--- config.mk ---
export PLATFORM = sky130hd
export DESIGN_NAME = dda_line_pixel_stepper_unit_flat
export DESIGN_NICKNAME = d
export VERILOG_FILES = /design/src/hw/rtl/dlps_pkg.sv /design/src/hw/rtl/dlps_if.sv /design/src/hw/rtl/dlps_ctrl.sv /design/src/hw/rtl/dlps_dp.sv /design/src/hw/rtl/dda_line_pixel_stepper_unit.sv /design/src/flat_wrapper.sv
export VERILOG_INCLUDE_DIRS = /design/src /design/src/hw/rtl
export SDC_FILE = /design/constraint.sdc
export NUM_CORES = 1
export LEC_CHECK = 0
export BUFFER_PORTS_ARGS = -buffer_cell sky130_fd_sc_hd__buf_2
export CAP_MARGIN = 15
export CORE_MARGIN = 8
export CORE_UTILIZATION = 28
export CTS_CLUSTER_DIAMETER = 200
export DETAILED_ROUTE_END_ITERATION = 16
export HOLD_SLACK_MARGIN = 0.08
export PLACE_DENSITY = 0.42
export SETUP_SLACK_MARGIN = 0.3
export SLEW_MARGIN = 25
export SYNTH_ARGS = -nofsm -noshare
export SYNTH_HDL_FRONTEND = slang
export SYNTH_SLANG_ARGS = --single-unit
--- constraint.sdc ---
create_clock -name clk -period 4.3 [get_ports clk]
set_input_delay 0.215 -clock clk [delete_from_list [all_inputs] [get_ports clk]]
set_output_delay 0.215 -clock clk [all_outputs]
set_load 0.005 [all_outputs]
--- src/hw/rtl/dda_line_pixel_stepper_unit_defines.svh ---
// Assertion macros used by the line stepper controller.
`ifndef DDA_LINE_PIXEL_STEPPER_UNIT_DEFINES_SVH
`define DDA_LINE_PIXEL_STEPPER_UNIT_DEFINES_SVH

// Property that must hold on every clock edge outside reset.
`define DLPS_ASSERT(label, prop, msg) \
  label: assert property (@(posedge clk) disable iff (!rst_n) (prop)) else $error(msg);

// Condition that must hold on the clock edge after a trigger.
`define DLPS_ASSERT_NEXT(label, ante, cons, msg) \
  label: assert property (@(posedge clk) disable iff (!rst_n) (ante) |=> (cons)) \
    else $error(msg);

`endif

--- src/hw/rtl/dlps_pkg.sv ---
// Shared types and constants of the line pixel stepper.
package dlps_pkg;

  localparam int COORD_W   = 24;
  localparam int DELTA_W   = 25;
  localparam int PIX_W     = 12;
  localparam int CFG_W     = 13;
  localparam int CFG_IDX_W = 1;

  localparam logic [CFG_IDX_W-1:0] CFG_IMAGE_WIDTH  = 1'b0;
  localparam logic [CFG_IDX_W-1:0] CFG_IMAGE_HEIGHT = 1'b1;

  localparam int CFG_RESET = 1024;

  localparam int SCALE_FACTOR_DEF = 4;
  localparam int MAX_STEPS_DEF    = 64;
  localparam int FRAC_BITS_DEF    = 8;

  // Commands from the controller to the datapath.
  typedef struct packed {
    logic load;
    logic setup;
    logic div_step;
    logic issue;
  } dlps_cmd_t;

  // Status from the datapath to the controller.
  typedef struct packed {
    logic zero_len;
    logic last;
    logic pipe_adv;
  } dlps_sts_t;

endpackage

--- src/hw/rtl/dlps_if.sv ---
// Valid/ready channel interfaces for line requests and pixel results.
interface dlps_in_if;
  import dlps_pkg::*;
  logic               valid;
  logic               ready;
  logic [COORD_W-1:0] start_x;
  logic [COORD_W-1:0] start_y;
  logic [COORD_W-1:0] end_x;
  logic [COORD_W-1:0] end_y;

  modport source (output valid, output start_x, output start_y, output end_x, output end_y,
                  input ready);
  modport sink   (input valid, input start_x, input start_y, input end_x, input end_y,
                  output ready);
endinterface

interface dlps_out_if;
  import dlps_pkg::*;
  logic             valid;
  logic             ready;
  logic [PIX_W-1:0] pixel_x;
  logic [PIX_W-1:0] pixel_y;
  logic             visible;
  logic             last_point;
  logic             truncated;

  modport source (output valid, output pixel_x, output pixel_y, output visible,
                  output last_point, output truncated, input ready);
  modport sink   (input valid, input pixel_x, input pixel_y, input visible,
                  input last_point, input truncated, output ready);
endinterface

--- src/hw/rtl/dlps_ctrl.sv ---
// Controller state machine of the line pixel stepper.
`include "dda_line_pixel_stepper_unit_defines.svh"

module dlps_ctrl #(
  parameter int FRAC_BITS = dlps_pkg::FRAC_BITS_DEF
) (
  input  logic                clk,
  input  logic                rst_n,
  input  logic                in_valid,
  output logic                in_ready,
  input  dlps_pkg::dlps_sts_t sts,
  output dlps_pkg::dlps_cmd_t cmd
);
  import dlps_pkg::*;

  localparam int DIV_CNT_W = $clog2(FRAC_BITS + 2);

  typedef enum logic [3:0] {
    ST_IDLE  = 4'b0001,
    ST_SETUP = 4'b0010,
    ST_DIV   = 4'b0100,
    ST_EMIT  = 4'b1000
  } state_t;

  state_t               state_r, state_nxt;
  logic [DIV_CNT_W-1:0] div_cnt_r, div_cnt_nxt;

  always_comb begin
    state_nxt   = state_r;
    div_cnt_nxt = div_cnt_r;
    cmd         = '0;
    in_ready    = 1'b0;
    unique case (state_r)
      ST_IDLE: begin
        in_ready = 1'b1;
        if (in_valid) begin
          cmd.load  = 1'b1;
          state_nxt = ST_SETUP;
        end
      end
      ST_SETUP: begin
        cmd.setup   = 1'b1;
        div_cnt_nxt = '0;
        state_nxt   = sts.zero_len ? ST_IDLE : ST_DIV;
      end
      ST_DIV: begin
        cmd.div_step = 1'b1;
        div_cnt_nxt  = div_cnt_r + DIV_CNT_W'(1);
        if (div_cnt_r == DIV_CNT_W'(FRAC_BITS)) begin
          state_nxt = ST_EMIT;
        end
      end
      ST_EMIT: begin
        if (sts.pipe_adv) begin
          cmd.issue = 1'b1;
          if (sts.last) begin
            state_nxt = ST_IDLE;
          end
        end
      end
      default: state_nxt = ST_IDLE;
    endcase
  end

  always_ff @(posedge clk) begin
    if (!rst_n) begin
      state_r   <= ST_IDLE;
      div_cnt_r <= '0;
    end else begin
      state_r   <= state_nxt;
      div_cnt_r <= div_cnt_nxt;
    end
  end

  `DLPS_ASSERT(a_issue_needs_room, cmd.issue |-> sts.pipe_adv, "point issued into a full pipe")
  `DLPS_ASSERT_NEXT(a_load_to_setup, cmd.load, state_r == ST_SETUP, "load not followed by setup")
  `DLPS_ASSERT_NEXT(a_last_to_idle, cmd.issue && sts.last, state_r == ST_IDLE,
                    "walk did not end after last point")
  `DLPS_ASSERT(a_ready_no_work, in_ready |-> !cmd.div_step && !cmd.issue,
               "ready raised while a line is in progress")

endmodule

--- src/hw/rtl/dlps_dp.sv ---
// Datapath: deltas, increment divider, point stepper and pixel pipeline.
module dlps_dp #(
  parameter int SCALE_FACTOR = dlps_pkg::SCALE_FACTOR_DEF,
  parameter int MAX_STEPS    = dlps_pkg::MAX_STEPS_DEF,
  parameter int FRAC_BITS    = dlps_pkg::FRAC_BITS_DEF
) (
  input  logic                              clk,
  input  logic                              rst_n,
  input  dlps_pkg::dlps_cmd_t               cmd,
  output dlps_pkg::dlps_sts_t               sts,
  input  logic [dlps_pkg::COORD_W-1:0]      start_x,
  input  logic [dlps_pkg::COORD_W-1:0]      start_y,
  input  logic [dlps_pkg::COORD_W-1:0]      end_x,
  input  logic [dlps_pkg::COORD_W-1:0]      end_y,
  input  logic                              cfg_we,
  input  logic [dlps_pkg::CFG_IDX_W-1:0]    cfg_index,
  input  logic [dlps_pkg::CFG_W-1:0]        cfg_data,
  input  logic                              out_ready,
  output logic                              out_valid,
  output logic [dlps_pkg::PIX_W-1:0]        pixel_x,
  output logic [dlps_pkg::PIX_W-1:0]        pixel_y,
  output logic                              visible,
  output logic                              last_point,
  output logic                              truncated
);
  import dlps_pkg::*;

  localparam int REM_W = DELTA_W + 1;
  localparam int QW    = FRAC_BITS + 1;
  localparam int CNT_W = $clog2(MAX_STEPS + 1);
  localparam int BND_W = CFG_W + $clog2(SCALE_FACTOR + 1) + FRAC_BITS;
  localparam logic [BND_W-1:0] BND_RST =
    BND_W'(CFG_RESET * SCALE_FACTOR * (1 << FRAC_BITS));
  localparam int RCP_W = COORD_W + 1;
  localparam int PRD_W = COORD_W + RCP_W;
  localparam int QS_W  = COORD_W + 7;
  localparam logic [RCP_W-1:0] RECIP = RCP_W'((1 << COORD_W) / SCALE_FACTOR);

  // Line registers.
  logic [COORD_W-1:0]        cur_x_r, cur_y_r;
  logic signed [DELTA_W-1:0] dx_r, dy_r;
  logic                      sgn_x_r, sgn_y_r;
  logic [DELTA_W-1:0]        step_r;
  logic [REM_W-1:0]          rem_x_r, rem_y_r;
  logic [QW-1:0]             q_x_r, q_y_r;
  logic [CNT_W-1:0]          steps_left_r;
  logic                      sat_r;
  logic [BND_W-1:0]          bound_w_r, bound_h_r;

  // First pixel stage.
  logic               s1_valid_r;
  logic               s1_neg_x_r, s1_neg_y_r;
  logic [COORD_W-1:0] s1_m_x_r, s1_m_y_r;
  logic [COORD_W-1:0] s1_q0_x_r, s1_q0_y_r;
  logic               s1_vis_r, s1_last_r, s1_trunc_r;

  // Output stage.
  logic             out_valid_r;
  logic [PIX_W-1:0] pix_x_r, pix_y_r;
  logic             vis_r, last_r, trunc_r;

  logic [DELTA_W-1:0] mag_x, mag_y, step_nxt;
  logic [REM_W:0]     trial_x, trial_y;
  logic               bit_x, bit_y;
  logic [REM_W-1:0]   keep_x, keep_y;
  logic [REM_W-1:0]   cnt_sum, cnt_full;
  logic               sat_nxt;
  logic [CNT_W-1:0]   cnt_nxt;
  logic               adv, pt_last;

  function automatic logic [COORD_W-1:0] pix_mag(input logic [COORD_W-1:0] p);
    logic [COORD_W-1:0] a;
    a = p[COORD_W-1] ? (~p + COORD_W'(1)) : p;
    return a >> FRAC_BITS;
  endfunction

  function automatic logic [COORD_W-1:0] recip_quot(input logic [COORD_W-1:0] m);
    logic [PRD_W-1:0] prod;
    prod = PRD_W'(m) * PRD_W'(RECIP);
    return prod[2*COORD_W-1:COORD_W];
  endfunction

  function automatic logic [PIX_W-1:0] pix_fix(input logic [COORD_W-1:0] q0,
                                               input logic [COORD_W-1:0] m,
                                               input logic neg);
    logic [QS_W-1:0]  qs;
    logic [QS_W-1:0]  r;
    logic [PIX_W-1:0] ql;
    qs = QS_W'(q0) * QS_W'(SCALE_FACTOR);
    r  = QS_W'(m) - qs;
    ql = q0[PIX_W-1:0] + PIX_W'(r >= QS_W'(SCALE_FACTOR));
    return neg ? (~ql + PIX_W'(1)) : ql;
  endfunction

  // Magnitudes, step length and point count.
  always_comb begin
    mag_x    = dx_r[DELTA_W-1] ? DELTA_W'(-dx_r) : DELTA_W'(dx_r);
    mag_y    = dy_r[DELTA_W-1] ? DELTA_W'(-dy_r) : DELTA_W'(dy_r);
    step_nxt = (mag_x > mag_y) ? mag_x : mag_y;
    cnt_sum  = REM_W'(step_r) + REM_W'((1 << FRAC_BITS) - 1);
    cnt_full = cnt_sum >> FRAC_BITS;
    sat_nxt  = cnt_full > REM_W'(MAX_STEPS);
    cnt_nxt  = sat_nxt ? CNT_W'(MAX_STEPS) : cnt_full[CNT_W-1:0];
  end

  // One restoring division step per lane.
  always_comb begin
    trial_x = {1'b0, rem_x_r} - (REM_W + 1)'(step_r);
    trial_y = {1'b0, rem_y_r} - (REM_W + 1)'(step_r);
    bit_x   = !trial_x[REM_W];
    bit_y   = !trial_y[REM_W];
    keep_x  = bit_x ? trial_x[REM_W-1:0] : rem_x_r;
    keep_y  = bit_y ? trial_y[REM_W-1:0] : rem_y_r;
  end

  always_ff @(posedge clk) begin
    if (cmd.load) begin
      cur_x_r <= start_x;
      cur_y_r <= start_y;
      dx_r    <= DELTA_W'($signed(end_x)) - DELTA_W'($signed(start_x));
      dy_r    <= DELTA_W'($signed(end_y)) - DELTA_W'($signed(start_y));
    end else if (cmd.issue) begin
      cur_x_r <= sgn_x_r ? cur_x_r - COORD_W'(q_x_r) : cur_x_r + COORD_W'(q_x_r);
      cur_y_r <= sgn_y_r ? cur_y_r - COORD_W'(q_y_r) : cur_y_r + COORD_W'(q_y_r);
    end
    if (cmd.setup) begin
      sgn_x_r <= dx_r[DELTA_W-1];
      sgn_y_r <= dy_r[DELTA_W-1];
      step_r  <= step_nxt;
      rem_x_r <= REM_W'(mag_x);
      rem_y_r <= REM_W'(mag_y);
    end else if (cmd.div_step) begin
      rem_x_r <= keep_x << 1;
      rem_y_r <= keep_y << 1;
      q_x_r   <= QW'({q_x_r, bit_x});
      q_y_r   <= QW'({q_y_r, bit_y});
      sat_r   <= sat_nxt;
    end
  end

  always_ff @(posedge clk) begin
    if (!rst_n) begin
      steps_left_r <= '0;
    end else if (cmd.div_step) begin
      steps_left_r <= cnt_nxt;
    end else if (cmd.issue) begin
      steps_left_r <= steps_left_r - CNT_W'(1);
    end
  end

  always_ff @(posedge clk) begin
    if (!rst_n) begin
      bound_w_r <= BND_RST;
      bound_h_r <= BND_RST;
    end else if (cfg_we) begin
      unique case (cfg_index)
        CFG_IMAGE_WIDTH:  bound_w_r <= (BND_W'(cfg_data) * BND_W'(SCALE_FACTOR)) << FRAC_BITS;
        CFG_IMAGE_HEIGHT: bound_h_r <= (BND_W'(cfg_data) * BND_W'(SCALE_FACTOR)) << FRAC_BITS;
        default: ;
      endcase
    end
  end

  // Pixel pipeline; both stages move together when the output slot frees.
  assign adv     = !out_valid_r || out_ready;
  assign pt_last = steps_left_r == CNT_W'(1);

  always_ff @(posedge clk) begin
    if (!rst_n) begin
      s1_valid_r  <= 1'b0;
      out_valid_r <= 1'b0;
    end else if (adv) begin
      s1_valid_r  <= cmd.issue;
      out_valid_r <= s1_valid_r;
    end
  end

  always_ff @(posedge clk) begin
    if (adv) begin
      s1_neg_x_r <= cur_x_r[COORD_W-1];
      s1_neg_y_r <= cur_y_r[COORD_W-1];
      s1_m_x_r   <= pix_mag(cur_x_r);
      s1_m_y_r   <= pix_mag(cur_y_r);
      s1_q0_x_r  <= recip_quot(pix_mag(cur_x_r));
      s1_q0_y_r  <= recip_quot(pix_mag(cur_y_r));
      s1_vis_r   <= !cur_x_r[COORD_W-1] && !cur_y_r[COORD_W-1] &&
                    (32'(cur_x_r[COORD_W-2:0]) < 32'(bound_w_r)) &&
                    (32'(cur_y_r[COORD_W-2:0]) < 32'(bound_h_r));
      s1_last_r  <= pt_last;
      s1_trunc_r <= pt_last && sat_r;
      pix_x_r    <= pix_fix(s1_q0_x_r, s1_m_x_r, s1_neg_x_r);
      pix_y_r    <= pix_fix(s1_q0_y_r, s1_m_y_r, s1_neg_y_r);
      vis_r      <= s1_vis_r;
      last_r     <= s1_last_r;
      trunc_r    <= s1_trunc_r;
    end
  end

  assign sts.zero_len = (dx_r == '0) && (dy_r == '0);
  assign sts.last     = pt_last;
  assign sts.pipe_adv = adv;

  assign out_valid  = out_valid_r;
  assign pixel_x    = pix_x_r;
  assign pixel_y    = pix_y_r;
  assign visible    = vis_r;
  assign last_point = last_r;
  assign truncated  = trunc_r;

endmodule

--- src/hw/rtl/dda_line_pixel_stepper_unit.sv ---
// Top level of the DDA line pixel stepper.
//
// The in_ch channel takes one line request per transfer: start and end points
// in signed fixed point with FRAC_BITS fraction bits. The block walks the line
// with the DDA scheme and sends one transfer per point on out_ch: the pixel
// coordinate (point divided by SCALE_FACTOR, rounded toward zero), a visible
// flag from clipping against image_width and image_height, a last_point
// marker, and a truncated flag on the last point when the point count was
// capped at MAX_STEPS. A zero-length line produces no transfers.
// After a request transfer the block registers the deltas, then the step length
// in its setup state, then runs a restoring divider that forms both increments
// bit by bit, FRAC_BITS + 1 quotient bits each. It then issues one point per
// cycle, as long as out_ch does not stall, into a two-stage pixel pipeline of a
// first pixel stage and an output stage. The next request is taken once the
// last point has been issued, while the final points still drain.
// When out_ch stalls the pipeline holds and no further points are issued; no
// result is dropped. Synchronous reset clears all control state and restores
// both image registers to 1024; configuration writes belong to idle periods.
module dda_line_pixel_stepper_unit #(
  parameter int SCALE_FACTOR = dlps_pkg::SCALE_FACTOR_DEF,
  parameter int MAX_STEPS    = dlps_pkg::MAX_STEPS_DEF,
  parameter int FRAC_BITS    = dlps_pkg::FRAC_BITS_DEF
) (
  input  logic                           clk,
  input  logic                           rst_n,
  dlps_in_if.sink                        in_ch,
  dlps_out_if.source                     out_ch,
  input  logic                           cfg_we,
  input  logic [dlps_pkg::CFG_IDX_W-1:0] cfg_index,
  input  logic [dlps_pkg::CFG_W-1:0]     cfg_data
);
  import dlps_pkg::*;

  dlps_cmd_t cmd;
  dlps_sts_t sts;

  // The controller sequences setup, division and point issue.
  dlps_ctrl #(
    .FRAC_BITS (FRAC_BITS)
  ) u_ctrl (
    .clk      (clk),
    .rst_n    (rst_n),
    .in_valid (in_ch.valid),
    .in_ready (in_ch.ready),
    .sts      (sts),
    .cmd      (cmd)
  );

  // The datapath holds the line state, the divider and the pixel pipeline.
  dlps_dp #(
    .SCALE_FACTOR (SCALE_FACTOR),
    .MAX_STEPS    (MAX_STEPS),
    .FRAC_BITS    (FRAC_BITS)
  ) u_dp (
    .clk        (clk),
    .rst_n      (rst_n),
    .cmd        (cmd),
    .sts        (sts),
    .start_x    (in_ch.start_x),
    .start_y    (in_ch.start_y),
    .end_x      (in_ch.end_x),
    .end_y      (in_ch.end_y),
    .cfg_we     (cfg_we),
    .cfg_index  (cfg_index),
    .cfg_data   (cfg_data),
    .out_ready  (out_ch.ready),
    .out_valid  (out_ch.valid),
    .pixel_x    (out_ch.pixel_x),
    .pixel_y    (out_ch.pixel_y),
    .visible    (out_ch.visible),
    .last_point (out_ch.last_point),
    .truncated  (out_ch.truncated)
  );

endmodule

--- src/flat_wrapper.sv ---
// flat-port wrapper written by rule: the top's interface ports become plain ports
module dda_line_pixel_stepper_unit_flat import dlps_pkg::*;
#(
  parameter int SCALE_FACTOR = dlps_pkg::SCALE_FACTOR_DEF,
  parameter int MAX_STEPS    = dlps_pkg::MAX_STEPS_DEF,
  parameter int FRAC_BITS    = dlps_pkg::FRAC_BITS_DEF
)
  (clk, rst_n, cfg_we, cfg_index, cfg_data, in_ch_valid, in_ch_start_x, in_ch_start_y, in_ch_end_x, in_ch_end_y, in_ch_ready, out_ch_valid, out_ch_pixel_x, out_ch_pixel_y, out_ch_visible, out_ch_last_point, out_ch_truncated, out_ch_ready);
  dlps_in_if in_ch_i ();
  dlps_out_if out_ch_i ();
  input  logic clk;
  input  logic rst_n;
  input  logic cfg_we;
  input  logic [dlps_pkg::CFG_IDX_W-1:0] cfg_index;
  input  logic [dlps_pkg::CFG_W-1:0] cfg_data;
  input wire logic [$bits(in_ch_i.valid)-1:0] in_ch_valid;
  input wire logic [$bits(in_ch_i.start_x)-1:0] in_ch_start_x;
  input wire logic [$bits(in_ch_i.start_y)-1:0] in_ch_start_y;
  input wire logic [$bits(in_ch_i.end_x)-1:0] in_ch_end_x;
  input wire logic [$bits(in_ch_i.end_y)-1:0] in_ch_end_y;
  output wire logic [$bits(in_ch_i.ready)-1:0] in_ch_ready;
  output wire logic [$bits(out_ch_i.valid)-1:0] out_ch_valid;
  output wire logic [$bits(out_ch_i.pixel_x)-1:0] out_ch_pixel_x;
  output wire logic [$bits(out_ch_i.pixel_y)-1:0] out_ch_pixel_y;
  output wire logic [$bits(out_ch_i.visible)-1:0] out_ch_visible;
  output wire logic [$bits(out_ch_i.last_point)-1:0] out_ch_last_point;
  output wire logic [$bits(out_ch_i.truncated)-1:0] out_ch_truncated;
  input wire logic [$bits(out_ch_i.ready)-1:0] out_ch_ready;
  assign in_ch_i.valid = in_ch_valid;
  assign in_ch_i.start_x = in_ch_start_x;
  assign in_ch_i.start_y = in_ch_start_y;
  assign in_ch_i.end_x = in_ch_end_x;
  assign in_ch_i.end_y = in_ch_end_y;
  assign in_ch_ready = in_ch_i.ready;
  assign out_ch_valid = out_ch_i.valid;
  assign out_ch_pixel_x = out_ch_i.pixel_x;
  assign out_ch_pixel_y = out_ch_i.pixel_y;
  assign out_ch_visible = out_ch_i.visible;
  assign out_ch_last_point = out_ch_i.last_point;
  assign out_ch_truncated = out_ch_i.truncated;
  assign out_ch_i.ready = out_ch_ready;
  dda_line_pixel_stepper_unit #(.SCALE_FACTOR(SCALE_FACTOR), .MAX_STEPS(MAX_STEPS), .FRAC_BITS(FRAC_BITS)) u_core (.clk(clk), .rst_n(rst_n), .in_ch(in_ch_i), .out_ch(out_ch_i), .cfg_we(cfg_we), .cfg_index(cfg_index), .cfg_data(cfg_data));
endmodule
==> results of run 1 <==
registers in the layout, summed over array words and instances, names as in the netlist, 13 cells and up:
name                   flops
u_core.u_dp.cur_y_r       24
u_core.u_dp.rem_y_r       26
u_core.u_dp.cur_x_r       24
u_core.u_dp.step_r        25
u_core.u_dp.rem_x_r       26
u_core.u_dp.dy_r          25
u_core.u_dp.dx_r          25
u_core.u_dp.bound_w_r     13
u_core.u_dp.bound_h_r     13
layer usage:
metal | global-route usage (%) | wire (um)
met4 | 3.644 | 1439
met2 | 25.93 | 32050
met5 | 0 | 0
met1 | 19.77 | 30800
met3 | 1.976 | 2441
final cells by class:
cell class | instances | area, um^2 | share of cell area, %
multi-input cells | 1746 | 12490 | 47.61
diodes | 1 | 2.502 | 0.009541
clock inverters | 16 | 117.6 | 0.4484
well taps | 1040 | 1301 | 4.961
inverters | 198 | 745.7 | 2.843
clock buffers | 53 | 1100 | 4.193
flip-flops and latches | 295 | 8408 | 32.06
repair buffers | 291 | 2066 | 7.876
power groups by stage:
stage          clock, mW  sequential, mW  combinational [mW]
2_1_floorplan          0            4.11                2.56
3_3_place_gp           0            4.27                3.59
3_5_place_dp           0            4.27                3.62
4_1_cts             3.31            4.22                3.83
5_1_grt             3.40            4.28                4.28
6_report            3.19            4.21                3.84
metrics by stage:
stage / hold WS (ns) / worst slack [ns]
2_1_floorplan: 0.3530 / 0.2468
3_3_place_gp: 0.4019 / -0.3517
3_5_place_dp: 0.4066 / -0.4450
4_1_cts: 0.08421 / -0.08170
5_1_grt: 0.1091 / -0.1662
6_report: 0.1272 / -0.01792
worst min-delay path by stage:
stage,start,endpoint,slack (ns),depth (start not counted)
floorplan,cfg_data[10],u_core.u_dp.bound_h_r[20],0.35,2
global placement,u_core.u_dp.s1_vis_r,u_core.u_dp.visible,0.40,0
detailed placement,u_core.u_dp.s1_vis_r,u_core.u_dp.visible,0.41,0
CTS,in_ch_start_x[5],u_core.u_dp.cur_x_r[5],0.08,3
global route,in_ch_start_x[5],u_core.u_dp.cur_x_r[5],0.11,3
finish,in_ch_start_x[5],u_core.u_dp.cur_x_r[5],0.13,3
critical path, cell delays in order, from the launching register on:
cell and delay (ns):
edfxtp_1 0.38, or4_4 0.55, or3_4 0.34, or2_1 0.23, or3_4 0.36, o31ai_4 0.21, xor2_2 0.19, inv_2 0.07
ha_4 0.26, nand4_1 0.11, buf_4 0.16, or4_4 0.55, nor3_4 0.16, buf_4 0.16, a21oi_4 0.04, buf_12 0.16
mux2i_1 0.12
cell families after synthesis:
group	Yosys count
AOI/OAI and AO/OA	614
xor gates and xnor gates	217
adders and majority gates	211
buffers and inverters	253
DFF	295
muxes	82
and+or+nand+nor	621
synth_stat cells, drive strengths merged (29+ instances only):
cell type	count
a21oi	165
nand2	208
o31ai	35
edfxtp	250
a21boi	34
clkbuf	40
dfxtp	45
nor3	40
a21o	75
mux2i	78
ha	205
xor2	52
o21ai	141
nor2b	29
nor2	150
nand3	47
nand2b	30
inv	196
xnor2	165
what timing repair did:
action,CTS,global route
pin swaps,5,7
gates cloned,2,0
hold endpoints to repair,75,0
resized for setup,14,25
hold buffers,61,0
buffers inserted,6,9
setup endpoints to repair,27,59
==> impl_results.md, run 1 <==
* Status: complete, but fails checks
* Failing checks: negative setup slack
* First-pass GRT wire length at 102500 um
* Post-synthesis compound-gate area fraction at 18.05%
* Yosys top cell area share at 34.71%
* Pint at 7.421 mW
* Shortest period the worst path allows at 4.318 ns
* Synth top area cells: edfxtp_1, ha_1, xnor2_1
* Post-Syn Area at 21630 um^2
* Xor-xnor portion of the synthesized cell area at 8.788%
* Row cnt at 102
* GRT Util Overall at 15.02%
* Flip-flop and latch count after synthesis at 295
* Fin nets at 2897
* DR vias/cell at 4.901
* Avg WL per Cell at 18.33 um
* Combinational Power Share at 34.2%
* Worst Setup End Kind: flop
* Clk slew on worst S/H paths at 0.06 ns
* CTS tree: built
* Crit-path max FO at 12
* Max-cap violations at 0
* Setup TNS at -0.04077 ns
* Final Power at 11.24 mW
* Final Cycle Share at 100.4%
* Max VDD drop at 0.2302 mV
* Num CTS Buffers at 39
* Final instance area at 26230 um^2
* Slew HR at 39.43%
* Final Hold Vio Count at 0
* Post-route ant nets at 0
* Launch point of the worst path: u_core.u_dp.dx_r[6]
* Fillers at 7929
* Sequential-to-total area share from yosys stat at 38.88%
* Area growth syn-to-layout at 21.29%
* Mapped Cells at 2293
* RSZ-0062 raised after global routing: true
* Skew-Pair Late Insertion Delay at 0.57 ns
* Leak at 11.03 nW
* Number of synthesized flops with an enable pin at 250
* Port bufs at 143
* Slew at the pin closest to its max-slew limit at 0.9068 ns
* Post-synth top area cell: edfxtp_1
* Cells after DPL at 3492
* DRC at 0
* Switching share of total power at 33.95%
* Sequential cell fraction of total power at 37.5%
* R2R setup slack at -0.02 ns
* DR pass1 iterations at 7
* Drt initial violations at 846
* H-Tree Depth at 2
* Gp weighted congestion at 0.8892
* Worst r2r src: u_core.u_dp.dx_r[6]
* Root buf cell: clkbuf_16
* Share of layout cells above drive strength 1 at 13.35%
* DR vias at 17840
* Vias in the first global route at 17850
* Worst Skew at 0.02595 ns
* Drt total wl at 66730 um
* Async SR Flop Fraction at 0%
* Syn_nets at 2619
* Max-slew violations at 0
* Worst Path Arrival at 4.60 ns
* Distinct cells, synth at 73
* Required time worst endpoint at 4.58 ns
* Initial antenna violation count at 0
* Clock power share at 28.4%
* Power Dens Cells at 428.4 nW/um^2
* Worst setup SP type: flop
* Die Span Y at 293.9 um
* Mux contribution to synthesized area at 3.819%
* Die width at 293.9 um
* Post-synth top flop: edfxtp_1
* Layout Utilization at 34.08%
* Core ar. at 76960 um^2
* Min-delay worst type: in2reg
* Synth Area in Adders at 12.42%
* Main combinational cell family by area after synthesis: compound AO/OA/AOI/OAI gates
* Commonest cells after routing, fill and taps aside: edfxtp_1, nand2_1, ha_1
* Clk sinks at 295
* Crit path to: u_core.u_dp.step_r[2]
* Syn Area/Cell at 9.431 um^2
* WS Path Type: reg2reg
* Setup violators final at 5
* Overflow after GRT at 0
* Commonest non-fill, non-tap cell in the layout: edfxtp_1
* Warnings, synthesis at 0
* Simple-gate share of the synthesized area at 13.59%
* Die ar. at 86380 um^2
* Setup WS post-layout at -0.01792 ns
* Post-DP HPWL at 52230 um
* CTS max path bufs at 3
* I/O pin cnt at 144
* Reg2reg path depth at 16
* FF-to-FF End: u_core.u_dp.step_r[2]
* Largest net degree at the start of global routing at 59
* Psw at 3.815 mW
* Initial Utilization at 28.10%
* Non-Filler Instances at 3640
* Maximum clock frequency at 0.2316 GHz
* DP Area at 24030 um^2
Power figures use the tool's default switching activity.
==> run 2: changes to the inputs <==
- CORE_ASPECT_RATIO: default -> 1.75
- CORE_UTILIZATION: 28 -> 30
- PLACE_DENSITY: 0.42 -> 0.44
==> run 2 against run 1 <==
Net effect: the run now ends clean; first-iteration DRC count increased by 5.8%; final cell count decreased by 4.3%; clock-buffer cell count decreased by 10; utilization increased by 1.9 points; die area decreased by 5.9%; via count about the same; non-clock buffer count decreased by 29; clock power decreased by 6.3%; combinational power increased by 1%; critical endpoint is now u_core.u_dp.step_r[12]; largest power group unchanged.
==> impl_results.md, run 2 (synthesis gave the netlist of run 1 again) <==
* Status: complete, no violations
* DRC at 0 (unchanged)
* Crit-path max FO at 6 (-6)
* Layout Utilization at 35.96% (+1.9 points)
* Clk sinks at 295 (unchanged)
* Area growth syn-to-layout at 19.01%
* Final Cycle Share at 98.87% (-1.6 points)
* Crit-path cells: or4_4 -> or3_4 -> or2_4 -> or3_4 -> nand2b_4 -> o21ai_2 -> xnor2_1 -> ha_1 -> nand4_1 -> or4_4 -> nor3_4 -> a21oi_4 -> buf_6 -> clkbuf_16 -> mux2i_1
* CP max stage delay at 0.58 ns (+0.03 ns)
* GRT Util Overall at 16.57% (+1.5 points)
* Required time worst endpoint at 4.62 ns (+0.04 ns)
* Gp weighted congestion at 0.8639 (-2.8%)
* Drt initial violations at 895 (+5.8%)
* Shortest period the worst path allows at 4.251 ns (-0.06670 ns)
* Top Layer Used: met5
* Leak at 10.83 nW (-1.8%)
* Worst Skew at 0.01370 ns (-0.01225 ns)
* Port bufs at 143 (unchanged)
* H-Tree Depth at 1 (-1)
* Drt total wl at 69120 um (+3.6%)
* Max-slew violations at 0 (unchanged)
* CTS tree: built
* Clk slew on worst S/H paths at 0.07 ns (about the same)
* Die Span Y at 371.2 um (+26%)
* Worst Setup End Kind: flop
* Power Dens Cells at 430.8 nW/um^2 (+0.57%)
* DR vias/cell at 5.118 (+4.4%)
* Min Hold Slack at 0.1090 ns (-0.01817 ns)
* Launch point of the worst path: u_core.u_dp.dx_r[6]
* WS Path Type: reg2reg
* Slew HR at 43.89% (+4.5 points)
* Multi-input gate area at 12450 um^2 (-0.34%)
* Largest net degree at the start of global routing at 68 (+15%)
* Min-delay worst type: in2reg
* Setup violators final at 0 (-5)
* Max-cap violations at 0 (unchanged)
* CTS max path bufs at 3 (unchanged)
* Maximum clock frequency at 0.2352 GHz (+1.6%)
* Hold path start: in_ch_start_x[3]
* Initial Utilization at 30.22% (+2.1 points)
* Final Hold Vio Count at 0 (unchanged)
* Post-route ant nets at 0 (unchanged)
* Die width at 219.0 um (-26%)
* Worst r2r src: u_core.u_dp.dx_r[6]
* Num CTS Buffers at 31 (-21%)
* WL met3 at 2207 um (-9.6%)
* Row cnt at 130 (+27%)
* Skew-Pair Late Insertion Delay at 0.59 ns (+0.02 ns)
* Commonest non-fill, non-tap cell in the layout: edfxtp_1
* Slew at the pin closest to its max-slew limit at 0.8399 ns (-0.06683 ns)
* DR pass1 iterations at 5 (-2)
* Worst setup SP type: flop
* Share of layout cells above drive strength 1 at 11.97% (-1.4 points)
* Core ar. at 71570 um^2 (-7.0%)
* Final Power at 11.09 mW (-1.3%)
* Wire length on met1 at 25920 um (-16%)
* Avg WL per Cell at 19.84 um (+8.2%)
* Commonest cells after routing, fill and taps aside: edfxtp_1, nand2_1, ha_1
* I/O pin cnt at 144 (unchanged)
* First-pass GRT wire length at 105000 um (+2.5%)
* Root buf cell: clkbuf_16
* Vias in the first global route at 18820 (+5.4%)
* Met2 WL post-DR at 37360 um (+17%)
* Fillers at 7335 (-7.5%)
* FF+latch area at 8408 um^2 (unchanged)
* Initial antenna violation count at 8 (+8)
* DR vias at 17830 (-0.034%)
* Die ar. at 81270 um^2 (-5.9%)
* CP max-delay cell: or4_4
* RSZ-0062 raised after global routing: true
* Max VDD drop at 0.3064 mV (+33%)
* Worst Path Arrival at 4.57 ns (-0.03 ns)
* Biggest regs: u_core.u_dp.rem_x_r: 26 flops, u_core.u_dp.rem_y_r: 26 flops
* Overflow after GRT at 0 (unchanged)
* Post-DP HPWL at 54900 um (+5.1%)
* Fin nets at 2859 (-1.3%)
run 2: cell count changes in the layout (fill, tap and decap cells not counted), moves of 3 or more:
cell       change
buf_4         -31
bufinv_16      +5
clkbuf_16      -6
clkinv_1       -5
clkinv_2       -3
diode_2        +3
run 2: cell type report:
cell class | instances | share of cell area, %
Clock inverter | 13 | 0.8702
Sequential cell | 295 | 32.67
Clock buffer | 43 | 3.389
Multi-Input combinational cell | 1745 | 48.36
Timing Repair Buffer | 262 | 7.283
Tap cell | 924 | 4.492
Antenna cell | 4 | 0.03889
Inverter | 198 | 2.898
run 2: worst paths after layout:
| kind | to | slack, ns | depth (start not counted) |
|---|---|---|---|
| max | u_core.u_dp.step_r[12] | 0.05 | 15 |
| min | u_core.u_dp.cur_x_r[3] | 0.11 | 3 |
| max reg2reg | u_core.u_dp.step_r[12] | 0.05 | 15 |
| min reg2reg | u_core.u_dp.last_point | 0.42 | 0 |
run 2: worst max-delay path: cells and delay by family (launching register included):
kind | cells | cell delay (ns)
buffers and inverters | 2 | 0.29
and+or+nand+nor | 8 | 2.57
adders and majority gates | 1 | 0.32
xor gates and xnor gates | 1 | 0.11
DFF | 1 | 0.38
AOI/OAI and AO/OA | 2 | 0.17
muxes | 1 | 0.12
run 2: what timing repair did:
action                                  CTS  global route
gates resized for setup                   6            29
endpoints found under the setup margin   25            59
pin swaps                                 1             6
gates cloned                              1             2
hold buffers                             61             0
endpoints found under the hold margin    76             0
setup buffers                             4            11
run 2: metal layers:
| layer | vias up | GRT usage (%) |
|---|---|---|
| met5 | - | 0 |
| met2 | 366 | 32.28 |
| li1 | 8782 | - |
| met3 | 138 | 1.937 |
| met4 | 8 | 8.220 |
| met1 | 8538 | 17.02 |
run 2: metrics by stage:
stage	std cells	TNS, ns	instance area (um^2)	worst slack [ns]
after floorplan	2293	0	21660	0.2468
after global placement	3345	0	23670	0.1843
after detailed placement	3345	0	23670	0.1387
after CTS	3467	0	25460	0.1664
after global routing	3480	-1.971	25730	-0.1043
final	3484	0	25740	0.04877
run 2: report_power, final:
| group | internal (mW) | switching, mW |
|---|---|---|
| combinational | 1.76 | 2.13 |
| clock | 1.77 | 1.21 |
| sequential | 3.80 | 0.416 |
==> run 3: changes to the inputs <==
- GPL_TIMING_DRIVEN: default -> 0
- PLACE_DENSITY: 0.44 -> 0.42
- clock period: 4.3 -> 5.35 ns (I/O delays scaled with it)
==> run 3 against run 2 <==
Net effect: global-route usage increased by 1.2 points; first-iteration DRC count down 18%; sequential cell count unchanged; power fell by 22%; combinational power fell by 24%; final cell count shrank 0.49%; clock-buffer cell count increased by 1; sequential share of layout area increased by 0.88 points; worst hold slack got worse by 0.0071 ns; clock power is 21% lower; routed wire length is 5.0% higher; largest cell class unchanged; largest power group unchanged; highest routed layer unchanged.
==> impl_results.md, run 3 (synthesis gave the netlist of run 1 again) <==
* Shortest period the worst path allows at 4.817 ns (+0.5659 ns)
* WS Path Type: reg2reg
* Switching share of total power at 34.94% (+1.1 points)
* Worst Path Arrival at 5.19 ns (+0.62 ns)
* Row cnt at 130 (unchanged)
* Root buf cell: clkbuf_16
* Commonest cells after routing, fill and taps aside: edfxtp_1, nand2_1, ha_1
* Pre-CTS setup slack at -0.1329 ns (-0.2717 ns)
* Drt total wl at 72590 um (+5.0%)
* Slew at the pin closest to its max-slew limit at 0.9072 ns (+0.06730 ns)
* Setup WS post-layout at 0.5329 ns (+0.4841 ns)
* Post-route ant nets at 0 (unchanged)
* RSZ-0062 raised after global routing: false
* Clock power share at 27.3% (+0.4 points)
* Die ar. at 81270 um^2 (unchanged)
* Cells after DPL at 3364 (+0.57%)
* Die Span Y at 371.2 um (unchanged)
* Clk slew on worst S/H paths at 0.07 ns (about the same)
* Overflow after GRT at 0 (unchanged)
* Max-slew violations at 0 (unchanged)
* I/O pin cnt at 144 (unchanged)
* Fin nets at 2833 (-0.91%)
* Worst setup SP type: flop
* Power Dens Cells at 346.9 nW/um^2 (-19%)
* Status: complete, no violations
* Share of layout cells above drive strength 1 at 9.400% (-2.6 points)
* Maximum clock frequency at 0.2076 GHz (-12%)
* Area growth syn-to-layout at 15.88%
* Avg WL per Cell at 20.94 um (+5.5%)
* Min Hold Slack at 0.1019 ns (-0.007111 ns)
* Sequential cell fraction of total power at 38.7% (+0.7 points)
* Gp weighted congestion at 0.8905 (+3.1%)
* DRC at 0 (unchanged)
* Port bufs at 142 (-0.70%)
* Final Cycle Share at 90.04% (-8.8 points)
* Initial antenna violation count at 20 (+12)
* Combinational Power Share at 34.0% (-1.0 points)
* DR vias/cell at 5.117 (about the same)
* DR vias at 17740 (-0.52%)
* Die width at 219.0 um (unchanged)
* First-pass GRT wire length at 110400 um (+5.1%)
* Skew-Pair Late Insertion Delay at 0.54 ns (-0.05 ns)
* DR pass1 iterations at 5 (unchanged)
* Required time worst endpoint at 5.73 ns (+1.11 ns)
* Max VDD drop at 0.2317 mV (-24%)
* Max-cap violations at 0 (unchanged)
* Slew HR at 39.52% (-4.4 points)
* Min-delay worst type: in2reg
* Crit-path max FO at 10 (+4)
* Psw at 3.038 mW (-19%)
* Worst Skew at 0.01543 ns (+0.001725 ns)
* Final instance area at 25060 um^2 (-2.6%)
* GRT Util Overall at 17.79% (+1.2 points)
* Biggest regs: u_core.u_dp.rem_x_r: 26 flops, u_core.u_dp.rem_y_r: 26 flops
* Setup TNS at 0 ns (unchanged)
* Pint at 5.656 mW (-23%)
* Vias in the first global route at 18920 (+0.57%)
* Commonest non-fill, non-tap cell in the layout: edfxtp_1
* Drt initial violations at 735 (-18%)
* CTS max path bufs at 3 (unchanged)
* Core ar. at 71570 um^2 (unchanged)
* DP Area at 23630 um^2 (-0.15%)
* Initial Utilization at 30.22% (unchanged)
* Worst Setup End Kind: flop
* Num CTS Buffers at 34 (+9.7%)
* Leak at 10.47 nW (-3.3%)
* Setup violators final at 0 (unchanged)
* Non-Filler Instances at 3467 (-0.49%)
* Final Hold Vio Count at 0 (unchanged)
* Largest net degree at the start of global routing at 49 (-28%)
* CTS tree: built
* Post-DP HPWL at 59810 um (+8.9%)
* Fillers at 7450 (+1.6%)
* Clk sinks at 295 (unchanged)
* H-Tree Depth at 2 (+1)
[run 3: path summary, 6_finish.rpt]
kind / from / endpoint / slack, ns / cells after the start
max reg2reg: u_core.u_dp.dx_r[6] / u_core.u_dp.step_r[10] / 0.53 / 17
max: u_core.u_dp.dx_r[6] / u_core.u_dp.step_r[10] / 0.53 / 17
min: in_ch_valid / u_core.u_ctrl.state_r[0] / 0.10 / 3
min reg2reg: u_core.u_dp.s1_trunc_r / u_core.u_dp.truncated / 0.42 / 0
[run 3: worst max-delay path: stages (launching register included)]
cell,delay (ns)
edfxtp_1,0.49
or4_4,0.58
or3_1,0.35
or2_1,0.23
or3_4,0.35
o31ai_1,0.26
xor2_1,0.18
buf_4,0.14
inv_1,0.05
ha_1,0.29
nand4_1,0.12
nand2_1,0.09
o21ai_0,0.07
a211o_1,0.31
a21o_1,0.23
a21oi_4,0.34
clkbuf_4,0.34
mux2i_1,0.23
[run 3: stage by stage]
stage	power (mW)	utilization [%]
6_report	8.694	35.01
5_1_grt	9.248	34.98
4_1_cts	8.822	34.94
3_5_place_dp	6.354	33.02
3_3_place_gp	6.329	32.83
2_1_floorplan	5.339	-
[run 3: repair_timing]
action,4_1_cts,5_1_grt
hold buffers,29,0
setup endpoints to repair,24,20
pin swaps,0,1
buffers inserted,0,2
endpoints found under the hold margin,41,0
resized for setup,2,3
[run 3: power groups by stage]
| stage | registers, mW | clock network (mW) | logic [mW] |
|---|---|---|---|
| 3_5_place_dp | 3.41 | 0 | 2.95 |
| 4_1_cts | 3.37 | 2.45 | 2.99 |
| 6_report | 3.37 | 2.37 | 2.96 |
| 3_3_place_gp | 3.42 | 0 | 2.91 |
| 5_1_grt | 3.41 | 2.52 | 3.31 |
| 2_1_floorplan | 3.30 | 0 | 2.03 |
[run 3: layout make-up]
cell class                 count  area, um^2  share of cell area (%)
clock inverter                17       162.7                  0.6491
buffer                        55       229.0                  0.9137
timing repair buffer         178        1139                   4.544
antenna                       11       27.53                  0.1098
tap                          924        1156                   4.614
multi-input combinational   1745       12280                   49.00
clock buffer                  44       909.6                   3.630
sequential                   295        8408                   33.55
inverter                     198       749.5                   2.991
[run 3: routing by layer]
| metal | part of all wire, % | track usage (%) | wire (um) | up-vias |
|---|---|---|---|---|
| li1 | - | - | - | 8762 |
| met4 | 4.4 | 7.654 | 3168 | 18 |
| met3 | 3.7 | 3.061 | 2690 | 141 |
| met5 | 0.16 | 0 | 113 | - |
| met1 | 35 | 17.08 | 25570 | 8500 |
| met2 | 57 | 35.92 | 41050 | 319 |
